[src/sv/kcnc_pkg.sv]
// ----------------------------------------------------------------------------
// kcnc_pkg
// Shared widths, register indexes and constants for the kernel convolution
// filter with normalize and clamp.
// ----------------------------------------------------------------------------
package kcnc_pkg;

  localparam int PIX_W   = 8;
  localparam int ROW_W   = 12;
  localparam int COL_W   = 11;
  localparam int REG_W   = 12;
  localparam int COEF_W  = 60;
  localparam int FIELD_W = 12;
  localparam int KMAX    = 5;
  localparam int IDX_W   = 3;

  localparam logic [PIX_W-1:0] PIX_MAX = 8'd255;
  localparam logic [PIX_W-1:0] PIX_MIN = 8'd0;

  localparam logic [IDX_W-1:0] REG_IMAGE_WIDTH  = 3'd0;
  localparam logic [IDX_W-1:0] REG_IMAGE_HEIGHT = 3'd1;
  localparam logic [IDX_W-1:0] REG_DIVISOR      = 3'd2;
  localparam logic [IDX_W-1:0] REG_COEF_ROW_A   = 3'd3;
  localparam logic [IDX_W-1:0] REG_COEF_ROW_B   = 3'd4;
  localparam logic [IDX_W-1:0] REG_COEF_ROW_C   = 3'd5;
  localparam logic [IDX_W-1:0] REG_COEF_ROW_D   = 3'd6;
  localparam logic [IDX_W-1:0] REG_COEF_ROW_E   = 3'd7;

  localparam logic [REG_W-1:0] WIDTH_RST  = 12'd640;
  localparam logic [REG_W-1:0] HEIGHT_RST = 12'd480;
  localparam logic [REG_W-1:0] DIV_RST    = 12'd1;

  typedef struct packed {
    logic             done;
    logic [PIX_W-1:0] value;
  } norm_res_t;

endpackage

[src/sv/kcnc_norm.sv]
// ----------------------------------------------------------------------------
// kcnc_norm
// Divides a signed weighted sum by the divisor, truncating toward zero, and
// clamps to 0..255. Restoring division, one quotient bit per cycle.
// ----------------------------------------------------------------------------
module kcnc_norm import kcnc_pkg::*; #(
  parameter int SUM_W = 26
) (
  input  logic                    clk,
  input  logic                    rst_n,
  input  logic                    start,
  input  logic signed [SUM_W-1:0] sum,
  input  logic [REG_W-1:0]        divisor,
  output norm_res_t               res
);

  typedef enum logic [2:0] {
    N_IDLE = 3'b001,
    N_CHK  = 3'b010,
    N_DIV  = 3'b100
  } nstate_t;

  nstate_t                 st_r;
  logic signed [SUM_W-1:0] sum_r;
  logic [SUM_W-1:0]        rem_r;
  logic [REG_W-1:0]        d_r;
  logic [2:0]              bit_r;
  logic [PIX_W-1:0]        q_r;
  logic                    done_r;
  logic [SUM_W-1:0]        dsh;
  logic [SUM_W-1:0]        dtop;
  logic [SUM_W:0]          dlim;

  assign dsh  = SUM_W'(d_r) << bit_r;
  assign dtop = SUM_W'(d_r) << PIX_W;
  assign dlim = (SUM_W+1)'(d_r) << ({1'b0, bit_r} + 4'd1);

  always_ff @(posedge clk) begin
    if (!rst_n) begin
      st_r   <= N_IDLE;
      done_r <= 1'b0;
    end else begin
      done_r <= 1'b0;
      unique case (st_r)
        N_IDLE: begin
          if (start) begin
            sum_r <= sum;
            d_r   <= (divisor == '0) ? REG_W'(1) : divisor;
            st_r  <= N_CHK;
          end
        end
        N_CHK: begin
          if (sum_r < 0) begin
            q_r    <= PIX_MIN;
            done_r <= 1'b1;
            st_r   <= N_IDLE;
          end else if (SUM_W'(sum_r) >= dtop) begin
            q_r    <= PIX_MAX;
            done_r <= 1'b1;
            st_r   <= N_IDLE;
          end else begin
            rem_r <= SUM_W'(sum_r);
            bit_r <= 3'd7;
            q_r   <= '0;
            st_r  <= N_DIV;
          end
        end
        N_DIV: begin
          if (rem_r >= dsh) begin
            rem_r        <= rem_r - dsh;
            q_r[bit_r]   <= 1'b1;
          end
          if (bit_r == 3'd0) begin
            done_r <= 1'b1;
            st_r   <= N_IDLE;
          end else begin
            bit_r <= bit_r - 3'd1;
          end
        end
        default: st_r <= N_IDLE;
      endcase
    end
  end

  assign res.done  = done_r;
  assign res.value = q_r;

`ifndef SYNTHESIS
  a_rem_bound: assert property (@(posedge clk) disable iff (!rst_n)
    st_r == N_DIV |-> {1'b0, rem_r} < dlim)
    else $error("remainder out of range during divide");
  a_done_pulse: assert property (@(posedge clk) disable iff (!rst_n)
    done_r |=> !done_r)
    else $error("done held longer than one cycle");
  a_start_idle: assert property (@(posedge clk) disable iff (!rst_n)
    start |-> st_r == N_IDLE)
    else $error("start while divider busy");
`endif

endmodule

[config.mk]
export PLATFORM = sky130hd
export DESIGN_NAME = kcnc_norm
export DESIGN_NICKNAME = d
export VERILOG_FILES = /design/src/sv/kcnc_pkg.sv /design/src/sv/kcnc_norm.sv
export SDC_FILE = /design/constraint.sdc
export NUM_CORES = 1
export LEC_CHECK = 0
export ABC_AREA = 1
export BUFFER_PORTS_ARGS = -buffer_cell sky130_fd_sc_hd__buf_4
export CORE_ASPECT_RATIO = 0.7
export CORE_MARGIN = 3
export CORE_UTILIZATION = 50
export DETAILED_ROUTE_END_ITERATION = 6
export PLACE_DENSITY = 0.69
export SLEW_MARGIN = 30
export SYNTH_ARGS = -nofsm -noshare
export SYNTH_HDL_FRONTEND = slang
export SYNTH_SLANG_ARGS = --single-unit
export TNS_END_PERCENT = 20
[constraint.sdc]
create_clock -name clk -period 7.54 [get_ports clk]
set_input_delay 0 -clock clk [delete_from_list [all_inputs] [get_ports clk]]
set_output_delay 0 -clock clk [all_outputs]
set_load 0.02 [all_outputs]
==> reports/results.md, run 1 <==
| Metric | Value |
|:---|:---|
| Setup-violating endpoint count in the final report | 0 |
| Share of the clock period used by the worst path | 56.3% |
| End point of the worst hold path | st_r[0] |
| Post-CTS setup-driven buffer insertion count | 0 |
| Pre-Repair DR Iteration Count | 6 |
| Cell with the largest stage delay on the worst path | edfxtp_1 |
| Result of the run | finished, final reports clean |
| Violation count after the first detailed-routing iteration | 515 |
| Overall Global Routing Usage | 25.6% |
| Die Wd | 133 um |
| CTS root buffer | clkbuf_16 |
| Worst hold path startpoint | start |
| Worst endpoint data arrival time | 4260 ps |
| Type of the worst setup path | reg -> reg |
| Antenna diode count | 0 |
| Overall power after layout | 0.00152 W |
| TritonCTS clock tree | done |
| Floorplan die area | 12,700 um2 |
| Unique cell type count in the Yosys netlist | 40 |
| Syn avg cell area | 7.44 um2 |
| Count of H-tree levels built during CTS | 3 |
| Global-route wire length before repair | 25.0 mm |
| Vias in the first global route | 4,892 |
| Clock period minus worst slack | 4240 ps |
| Total wire length | 15.8 mm |
| R2R Setup Slk | 3300 ps |
| Final antenna-violating net count | 0 |
| Cell Count, Final, Fillers Out | 991 |
| Critical-path cell list | clkinv_1 -> o31ai_1 -> o21ai_0 -> ha_1 -> nand2_2 -> nor2_2 -> nand2_1 -> nor3_1 -> a21oi_1 -> nand2_1 -> nand2_2 -> nor2_2 -> buf_4 |
| End of the worst register-to-register path | rem_r[14] |
| Starting utilization of the core area | 53.1% |
| Hold-fix buffers at CTS | 39 |
| # Max-Cap Violations | 0 |
| Maximum number of pins on one net before global-route repair | 38 |
| Cell total after placement | 937 |
| Power density over the cells | 223 nW/um2 |
| Capturing element type of the critical path | register |
| Synth Net Count | 839 |
| Sequential area share after synthesis | 41.1% |
| Fmax | 0.236 GHz |
| Total cell area at the placement stage | 6150 um2 |
| Sink count of the clock tree | 79 |
| Row count | 31 |
| R2r startpoint | bit_r[0] |
| Filler instances | 941 |
| Post-Syn Area | 5680 um2 |
| Number of slew-limit violations in the final report | 0 |
| Resized Gates After CTS | 0 |
| Class of the most critical hold timing path | in -> reg |
| TritonCTS buffer count | 9 |
| Placeable Area | 10,700 um2 |
| Number of synthesized register bits | 79 |
| Number of cells on the worst reg-to-reg path | 13 |
| Clock latency on the worst-skew pair | 350 ps |
| Detailed placement HPWL | 11.9 mm |
| Post-synthesis instance total | 763 |
| Placer Congestion | 0.964 |
| Setup Total Neg Slack | 0 ps |
| Clock tree skew after final layout | 9.22 ps |
| Delay contributed by the slowest stage of the critical path | 860 ps |
| Worst-case vdd ir drop | 0.139 mV |
| I/O Buffers | 49 |
| Remaining max-slew budget at the tightest pin | 48.2% |
| Area delta synth->final | 20.2% |
| Transition time at the pin with the least slew margin | 770 ps |
| Residual overflow from global routing | 0 |
| Final Hold Vio Count | 0 |
| Share of cells above drive strength 1 | 13.4% |
| I/O pins | 50 |
| Leakage power total | 3.16 nW |
| Area of all placed cells without fillers | 6830 um2 |
| Setup crit start kind | register |
| Number of warnings printed during yosys synthesis | 0 |
| Number of buffers on the longest clock path | 2 |
| Antenna violations before repair | 0 |
| Net total in the final layout | 915 |
| Final cell utilization of the core | 63.8% |
| Required time reported for the critical path endpoint | 7560 ps |
| Clk pin slew, worst setup/hold paths | 60 ps |
| Detail-routed via count per cell | 5.25 |
| Die Span Y | 95.2 um |
| Largest fanout on the critical path | 29 |
| Via total after detailed routing | 5,203 |
| Setup repair after global routing missed its margin | false |
| Min-Delay Path Depth | 4 |
| Avg WL per Cell | 16.0 um |
| Remaining design rule violation count | 0 |
[critical path, delay by kind of cell, from the launching register on]
family / cells / cell delay (ps)
compound gates: 3 / 700
fa+ha+maj: 1 / 410
buf+inv: 2 / 880
flops: 1 / 860
simple gates: 7 / 1060
[cell type report]
| type | count | area (um2) | area share, % |
|---|---|---|---|
| clock buffers | 9 | 225 | 3.30 |
| clock inverters | 6 | 61.3 | 0.898 |
| inverters | 118 | 443 | 6.49 |
| multi-input cells | 540 | 2800 | 41.0 |
| flip-flops and latches | 79 | 2330 | 34.2 |
| well taps | 148 | 185 | 2.71 |
| repair buffers | 91 | 781 | 11.4 |
[sequential cells by signal, indices dropped and copies added (netlist names)]
signal and cells:
done_r 1, d_r 12, sum_r 26, q_r 8
rem_r 26, bit_r 3, st_r 3
[kinds of logic after synthesis]
group                    Yosys count  share of synthesized area (%)
multiplexers                       3                          0.529
buffers and inverters            144                           9.74
adder cells (fa/ha/maj)           35                           7.84
AO/OA/AOI/OAI                     75                           7.01
XOR/XNOR                           6                          0.925
flip-flops                        79                           41.1
AND/OR/NAND/NOR                  421                           32.9
[layout by cell type, fill, tap and decap left out, types with 12 or more instances in the layout]
cell           count
nand2_1          258
inv_1            111
dlygate4sd3_1     39
nand2_2           12
o21ai_0           42
nand4_1           14
nor2_1            52
nand3_1           39
edfxtp_1          75
ha_1              34
buf_4             52
a21oi_1           22
[worst max path at each step]
stage | startpoint | to | slack [ps] | cells past startpoint
2_1_floorplan | bit_r[1] | d_r[0] | 3180 | 6
3_3_place_gp | bit_r[0] | rem_r[1] | 3570 | 13
3_5_place_dp | bit_r[0] | rem_r[11] | 3420 | 13
4_1_cts | bit_r[0] | rem_r[14] | 3380 | 13
5_1_grt | bit_r[0] | rem_r[14] | 2950 | 14
6_report | bit_r[0] | rem_r[14] | 3300 | 13
[where the power goes]
part / internal [W] / leakage [nW] / switching (W)
Clock: 0.000254 / 0.141 / 0.000183
Sequential: 0.000565 / 0.712 / 0.0000346
Combinational: 0.000163 / 2.31 / 0.000322
[per-stage QoR]
stage	hold slack, ps	setup WS [ps]
after floorplan	98.9	3180
after global placement	178	3570
after detailed placement	180	3420
after CTS	28.8	3380
after global routing	86.1	2950
final	45.3	3300
[cells in the mapped netlist, drive strengths merged]
cell type	n	area, um2
a21boi	3	22.5
xor2	2	17.5
mux2i	3	30.0
nand4	14	87.6
nand2	270	1040
nor4	3	18.8
dfxtp	4	80.1
or2	7	43.8
fa	1	20.0
clkinv	3	11.3
nand3b	4	30.0
inv	115	432
a31o	1	8.76
nand3	44	245
and2	3	20.0
nor2	66	313
xnor2	4	35.0
a21oi	22	110
o21ai	43	215
a31oi	1	6.26
ha	34	425
o31ai	1	7.51
nor3	10	66.3
edfxtp	75	2250
buf	9	46.3
clkbuf	17	63.8
o21bai	2	15.0
o22ai	2	12.5
[routing by layer]
| metal | global-route usage [%] | vias up | wire, um |
|---|---|---|---|
| li1 | - | 2600 | - |
| met1 | 37.3 | 2383 | 7410 |
| met2 | 39.2 | 205 | 6830 |
| met3 | 5.91 | 15 | 1420 |
| met4 | 5.57 | 0 | 158 |
| met5 | 0 | - | 0 |
Power figures use the tool's default switching activity.
==> inputs of run 2 (changes only) <==
Settings changed: ABC_AREA 1 to 0, PLACE_DENSITY 0.69 to 0.72.
Clock period 7.54 ns to 3.4 ns, I/O delays scaled along.
==> run 2 against run 1 <==
  * Total power grew 54%
  * Sequential power rose by 85%
  * Global-route usage is 0.60 points lower
  * Highest routed layer unchanged
  * Sequential cell count is the same
  * Wire length is 12% lower
  * Largest cell class unchanged
==> reports/results.md, run 2 <==
| Metric | Value |
|:---|:---|
| Result of the run | finished, final reports clean |
| Antenna diode count | 0 |
| Most numerous cell in the Yosys netlist | edfxtp_1 |
| Sink count of the clock tree | 79 |
| Leading post-synthesis cells by cell area | edfxtp_1, ha_1, o21ai_0 |
| Remaining max-slew budget at the tightest pin | 37.0% |
| Remaining design rule violation count | 0 |
| Die Span Y | 89.3 um |
| Commonest cells after routing, fill and taps aside | edfxtp_1, buf_4, nand2_1 |
| Routed length on met3 | 1.11 mm |
| Placer Congestion | 0.943 |
| Number of warnings printed during yosys synthesis | 0 |
| End point of the worst hold path | st_r[1] |
| Number of cells on the worst reg-to-reg path | 12 |
| Vias in the first global route | 4,123 |
| Setup-violating endpoint count in the final report | 0 |
| Antenna violations before repair | 0 |
| Share of cells above drive strength 1 | 23.5% |
| Final cell utilization of the core | 69.5% |
| Avg WL per Cell | 19.4 um |
| Cell with the largest stage delay on the worst path | mux4_2 |
| Capturing element type of the critical path | register |
| Transition time at the pin with the least slew margin | 946 ps |
| Violation count after the first detailed-routing iteration | 515 |
| CTS root buffer | clkbuf_16 |
| Share of flip-flops with an asynchronous set or reset | 0% |
| R2r startpoint | bit_r[0] |
| TritonCTS clock tree | done |
| Setup repair after global routing missed its margin | true |
| Worst hold slack | 126 ps |
| Clock tree skew after final layout | 9.10 ps |
| Number of synthesized register bits | 79 |
| Overall Global Routing Usage | 25.0% |
| TritonCTS buffer count | 9 |
| Most instantiated cells after synthesis | edfxtp_1, nand2_1, o21ai_0 |
| Largest fanout on the critical path | 10 |
| Class of the most critical hold timing path | in -> reg |
| Clock latency on the worst-skew pair | 340 ps |
| Global-route wire length before repair | 21.7 mm |
| Worst-case setup margin in the final layout | 65.3 ps |
| Uppermost layer routed | met4 |
| Worst-case vdd ir drop | 0.295 mV |
| Detail-routed via count per cell | 6.02 |
| Filler instances | 674 |
| Total wire length | 13.9 mm |
| Leakage power total | 2.60 nW |
| Synth Net Count | 565 |
| Placeable Area | 9360 um2 |
| Wire length on met1 | 6.48 mm |
| Worst hold path startpoint | start |
| Area share of the leading cell type in the synthesized netlist | 45.4% |
| Clk pin slew, worst setup/hold paths | 60 ps |
| Type of the worst setup path | reg -> reg |
| End of the worst register-to-register path | rem_r[17] |
| Post-synthesis instance total | 489 |
| Number of enable-type register cells in the synthesized netlist | 75 |
| Worst endpoint data arrival time | 3410 ps |
| Share of the clock period used by the worst path | 98.1% |
| Area delta synth->final | 31.2% |
| Via total after detailed routing | 4,313 |
| Net total in the final layout | 663 |
| Count of H-tree levels built during CTS | 3 |
| Clock period minus worst slack | 3330 ps |
| Family with the most delay on the worst path | compound AO/OA/AOI/OAI gates |
| Setup crit start kind | register |
| Worst path bufs/invs | 2 |
| Maximum number of pins on one net before global-route repair | 40 |
| Residual overflow from global routing | 0 |
| Final Hold Vio Count | 0 |
| Post-synth top area cell | edfxtp_1 |
| Row count | 29 |
| Detailed placement HPWL | 9.59 mm |
| Starting utilization of the core area | 53.0% |
| Final antenna-violating net count | 0 |
| Reg area | 2330 um2 |
| Total stage count of the critical path | 12 |
| R2R Setup Slk | 70 ps |
| Unique cell type count in the Yosys netlist | 56 |
| Number of buffers on the longest clock path | 2 |
| Setup Total Neg Slack | 0 ps |
| Syn avg cell area | 10.1 um2 |
| Pre-Repair DR Iteration Count | 5 |
| Pre-CTS setup slack | -67.4 ps |
| Delay contributed by the slowest stage of the critical path | 530 ps |
| Area of the multi-input gates | 2570 um2 |
| Floorplan die area | 11,200 um2 |
| I/O pins | 50 |
| Fmax | 0.300 GHz |
| I/O Buffers | 49 |
| Die Wd | 125 um |
| Met2 wirelength from detailed routing | 5.99 mm |
| Min-Delay Path Depth | 3 |
| Required time reported for the critical path endpoint | 3480 ps |
| Critical-path cell list | buf_12 -> mux4_2 -> mux2i_2 -> ha_1 -> buf_4 -> nand3_1 -> nand2_1 -> a221o_1 -> a21oi_4 -> o221ai_2 -> xnor2_1 -> o21ai_0 |
| Top flip-flop cell by instance count after synthesis | edfxtp_1 |
| Power density over the cells | 361 nW/um2 |
| Post-Syn Area | 4960 um2 |
| # Max-Cap Violations | 0 |
| Sequential area share after synthesis | 47.0% |
| Number of slew-limit violations in the final report | 0 |
| Registers with the highest flip-flop counts | rem_r: 26 flops, sum_r: 26 flops, d_r: 12 flops |
==> run 2: cell types whose count changed after synthesis, sizes merged, moves of 9 or more <==
cell | before | now
clkbuf | 17 | 26
a21o | 0 | 9
nor2 | 66 | 31
nand3 | 44 | 10
inv | 115 | 26
and3 | 0 | 10
nand2 | 270 | 55
mux2i | 3 | 15
==> run 2: kinds of logic (layout without fill, tap and decap cells) <==
logic type | after synthesis | in the layout | share of synthesized area (%)
and+or+nand+nor | 150 | 150 | 14.3
AOI/OAI and AO/OA | 128 | 128 | 16.9
DFF | 79 | 79 | 47.0
buffers and inverters | 59 | 162 | 4.54
adders and majority gates | 35 | 35 | 8.99
xor gates and xnor gates | 19 | 19 | 3.36
muxes | 19 | 19 | 4.85
==> run 2: how the worst max path moves through the flow <==
stage                  start   endpoint  slack [ps]
finish              bit_r[0]  rem_r[17]          70
global route        bit_r[1]  rem_r[17]         -70
CTS                 bit_r[1]     q_r[0]           7
detailed placement  bit_r[1]     q_r[1]         -70
global placement    bit_r[1]     q_r[3]           7
floorplan           bit_r[1]   rem_r[0]         -10
==> run 2: where the power goes <==
part	internal (W)	leakage (nW)	switching [W]
clock network	0.000573	0.145	0.000408
registers	0.00109	0.709	0.0000197
logic	0.000130	1.75	0.000127
==> run 2: stage by stage <==
stage / cell area [um2] / std cells / power [W]
detailed placement: 5640 / 656 / 0.00133
CTS: 6330 / 711 / 0.00234
global route: 6500 / 716 / 0.00243
floorplan: 5020 / 489 / 0.00125
global placement: 5640 / 656 / 0.00133
finish: 6500 / 716 / 0.00235
==> run 2: layout make-up <==
class	instances	share of cell area, %
clock buffers	10	3.52
clock inverters	6	1.00
inverters	27	1.71
multi-input cells	351	39.5
flip-flops and latches	79	35.9
well taps	124	2.39
repair buffers	119	16.1
==> run 2: metal layers <==
metal	vias up	global-route usage, %
li1	2014	-
met1	2074	36.9
met2	197	37.9
met3	28	4.66
met4	0	7.68
met5	-	0
==> run 2: timing repair <==
item	4_1_cts	5_1_grt
cloned	0	0
pin swaps	0	11
setup buffers	0	5
endpoints found under the setup margin	34	48
resized for setup	2	26
endpoints found under the hold margin	42	0
hold buffers	39	0
==> run 2: tightest hold or removal path, cell delays in order <==
cell and delay (ps):
buf_4 70, and3_1 190, and3_1 170
==> inputs of run 3 (changes only) <==
Settings changed: GPL_TIMING_DRIVEN set to 0, TNS_END_PERCENT 20 to 5.
==> run 3 against run 2 <==
  * Clock power is essentially flat
  * Critical path type unchanged
  * Highest routed layer unchanged
  * Wire length grew 2.2%
  * Largest cell class unchanged
  * Sequential share of layout area shrank 1.2 points
  * Register-to-register slack lost 170 ps
  * Maximum frequency shrank 5.0%
  * The run now ends with setup timing left
  * Utilization grew 2.4 points
==> reports/results.md, run 3 (synthesis results as in run 2) <==
| Metric | Value |
|:---|:---|
| Pint | 0.00181 W |
| Most Crowded Layer GR | met2 |
| Critical-path cell list | buf_6 -> mux4_2 -> mux2i_4 -> ha_4 -> nand2_2 -> nor2_4 -> and3_4 -> a31oi_2 -> a221o_1 -> a211oi_4 -> buf_4 -> buf_8 |
| Starting utilization of the core area | 53.0% |
| Registers with the highest flip-flop counts | rem_r: 26 flops, sum_r: 26 flops, d_r: 12 flops |
| CTS root buffer | clkbuf_16 |
| Via total after detailed routing | 4,360 |
| Net total in the final layout | 683 |
| Flop pwr share | 46.5% |
| Required time reported for the critical path endpoint | 3470 ps |
| Area of the multi-input gates | 2720 um2 |
| Remaining design rule violation count | 0 |
| Transition time at the pin with the least slew margin | 689 ps |
| Leakage power total | 2.63 nW |
| Detail-routed via count per cell | 5.92 |
| Fraction of power spent switching nets | 24.4% |
| Global-route wire length before repair | 21.6 mm |
| Floorplan die area | 11,200 um2 |
| Power density over the cells | 355 nW/um2 |
| Family with the most delay on the worst path | compound AO/OA/AOI/OAI gates |
| Worst endpoint data arrival time | 3580 ps |
| Largest fanout on the critical path | 6 |
| Cell Count, Final, Fillers Out | 736 |
| Die Span Y | 89.3 um |
| Avg WL per Cell | 19.3 um |
| Antenna diode count | 0 |
| Clock tree skew after final layout | 12.1 ps |
| # Max-Cap Violations | 0 |
| TritonCTS buffer count | 9 |
| Met2 GRT Util | 38.4% |
| Met1 Usage GRT | 36.0% |
| Number of buffers on the longest clock path | 2 |
| Type of the worst setup path | reg -> reg |
| Cell with the largest stage delay on the worst path | mux4_2 |
| Capturing element type of the critical path | register |
| Clock period minus worst slack | 3510 ps |
| Fmax | 0.285 GHz |
| Residual overflow from global routing | 0 |
| Placer Congestion | 0.923 |
| Result of the run | complete, but fails checks |
| Clock share of power | 42.3% |
| Share of the clock period used by the worst path | 103% |
| I/O pins | 50 |
| Commonest non-fill, non-tap cell in the layout | edfxtp_1 |
| Filler instances | 620 |
| Violation count after the first detailed-routing iteration | 453 |
| Final Hold Vio Count | 0 |
| Worst-case setup margin in the final layout | -109 ps |
| Final antenna-violating net count | 0 |
| Setup-violating endpoint count in the final report | 31 |
| TritonCTS clock tree | done |
| Share of cells above drive strength 1 | 25.7% |
| Reg area | 2330 um2 |
| Sink count of the clock tree | 79 |
| Delay contributed by the slowest stage of the critical path | 540 ps |
| Switching power of the nets | 0.000582 W |
| Placeable Area | 9360 um2 |
| Overall Global Routing Usage | 25.2% |
| Setup repair after global routing missed its margin | true |
| Maximum number of pins on one net before global-route repair | 31 |
| Worst hold slack | 86.1 ps |
| Commonest cells after routing, fill and taps aside | edfxtp_1, buf_4, nand2_1 |
| Setup crit start kind | register |
| Row count | 29 |
| Vias in the first global route | 4,052 |
| Area delta synth->final | 35.7% |
| Total wire length | 14.2 mm |
| Clock latency on the worst-skew pair | 350 ps |
| Worst-case vdd ir drop | 0.360 mV |
| Clk pin slew, worst setup/hold paths | 70 ps |
| Cell total after placement | 665 |
| Comb pwr share | 11.2% |
| Fraction of met3 tracks used by global routing | 6.15% |
| Die Wd | 125 um |
| Class of the most critical hold timing path | in -> reg |
| Violations in the final reports | setup timing |
| Antenna violations before repair | 0 |
| Count of H-tree levels built during CTS | 3 |
| I/O Buffers | 49 |
| Remaining max-slew budget at the tightest pin | 54.0% |
| Detailed placement HPWL | 9.78 mm |
| Number of slew-limit violations in the final report | 0 |
| Final cell utilization of the core | 71.8% |
| Worst path bufs/invs | 3 |
| Pre-Repair DR Iteration Count | 5 |
## run 3: cell count changes in the layout (fill, tap and decap cells not counted), moves of 4 or more
cell	change
ha_1	-7
buf_6	+4
o21ai_1	+5
mux2i_1	-4
clkbuf_1	+17
buf_4	-6
o21ai_0	-4
ha_4	+5
## run 3: final cells by class
cell class	instances	share of cell area, %
clock buffers	9	3.35
inverters	27	1.58
multi-input cells	351	40.5
flip-flops and latches	79	34.7
clock inverters	7	1.17
plain buffers	29	2.23
repair buffers	110	14.2
well taps	124	2.31
## run 3: routing by layer
layer  share of wire (%)  vias up
li1                    -     2055
met1                  47     2073
met2                  44      215
met3                 8.3       17
met4                 1.6        0
met5                   0        -
## run 3: timing repair
item / CTS / global route
cloned: 0 / 2
buffers inserted: 9 / 9
gates resized for setup: 15 / 56
setup endpoints to repair: 48 / 49
hold endpoints to repair: 41 / 0
hold buffers: 39 / 0
pin swaps: 6 / 12
## run 3: power groups by stage
stage          Combinational, W  Clock, W  Sequential (W)
5_1_grt                0.000290   0.00106         0.00111
3_3_place_gp           0.000188         0         0.00113
6_report               0.000267   0.00101         0.00111
2_1_floorplan          0.000120         0         0.00113
3_5_place_dp           0.000199         0         0.00113
4_1_cts                0.000244   0.00101         0.00111
## run 3: worst paths after layout
check / startpoint / endpoint / slack, ps / cells after the start
worst min-delay path: start / st_r[1] / 90 / 3
worst max-delay path: bit_r[1] / rem_r[0] / -110 / 12
worst max register to register: bit_r[1] / rem_r[0] / -110 / 12
worst min register to register: st_r[0] / st_r[1] / 550 / 1
## run 3: per-stage QoR
step / TNS, ps / power [W] / area [um2] / worst slack, ps
finish: -2100 / 0.00239 / 6730 / -109
global route: -6050 / 0.00246 / 6730 / -206
CTS: -2120 / 0.00237 / 6410 / -72.6
detailed placement: -18350 / 0.00133 / 5590 / -529
global placement: -28210 / 0.00132 / 5540 / -906
floorplan: -347 / 0.00125 / 5020 / -13.3
## run 3: worst min-delay path, cell delays in order
cell    delay (ps)
buf_4           80
and3_1         170
and3_1         150
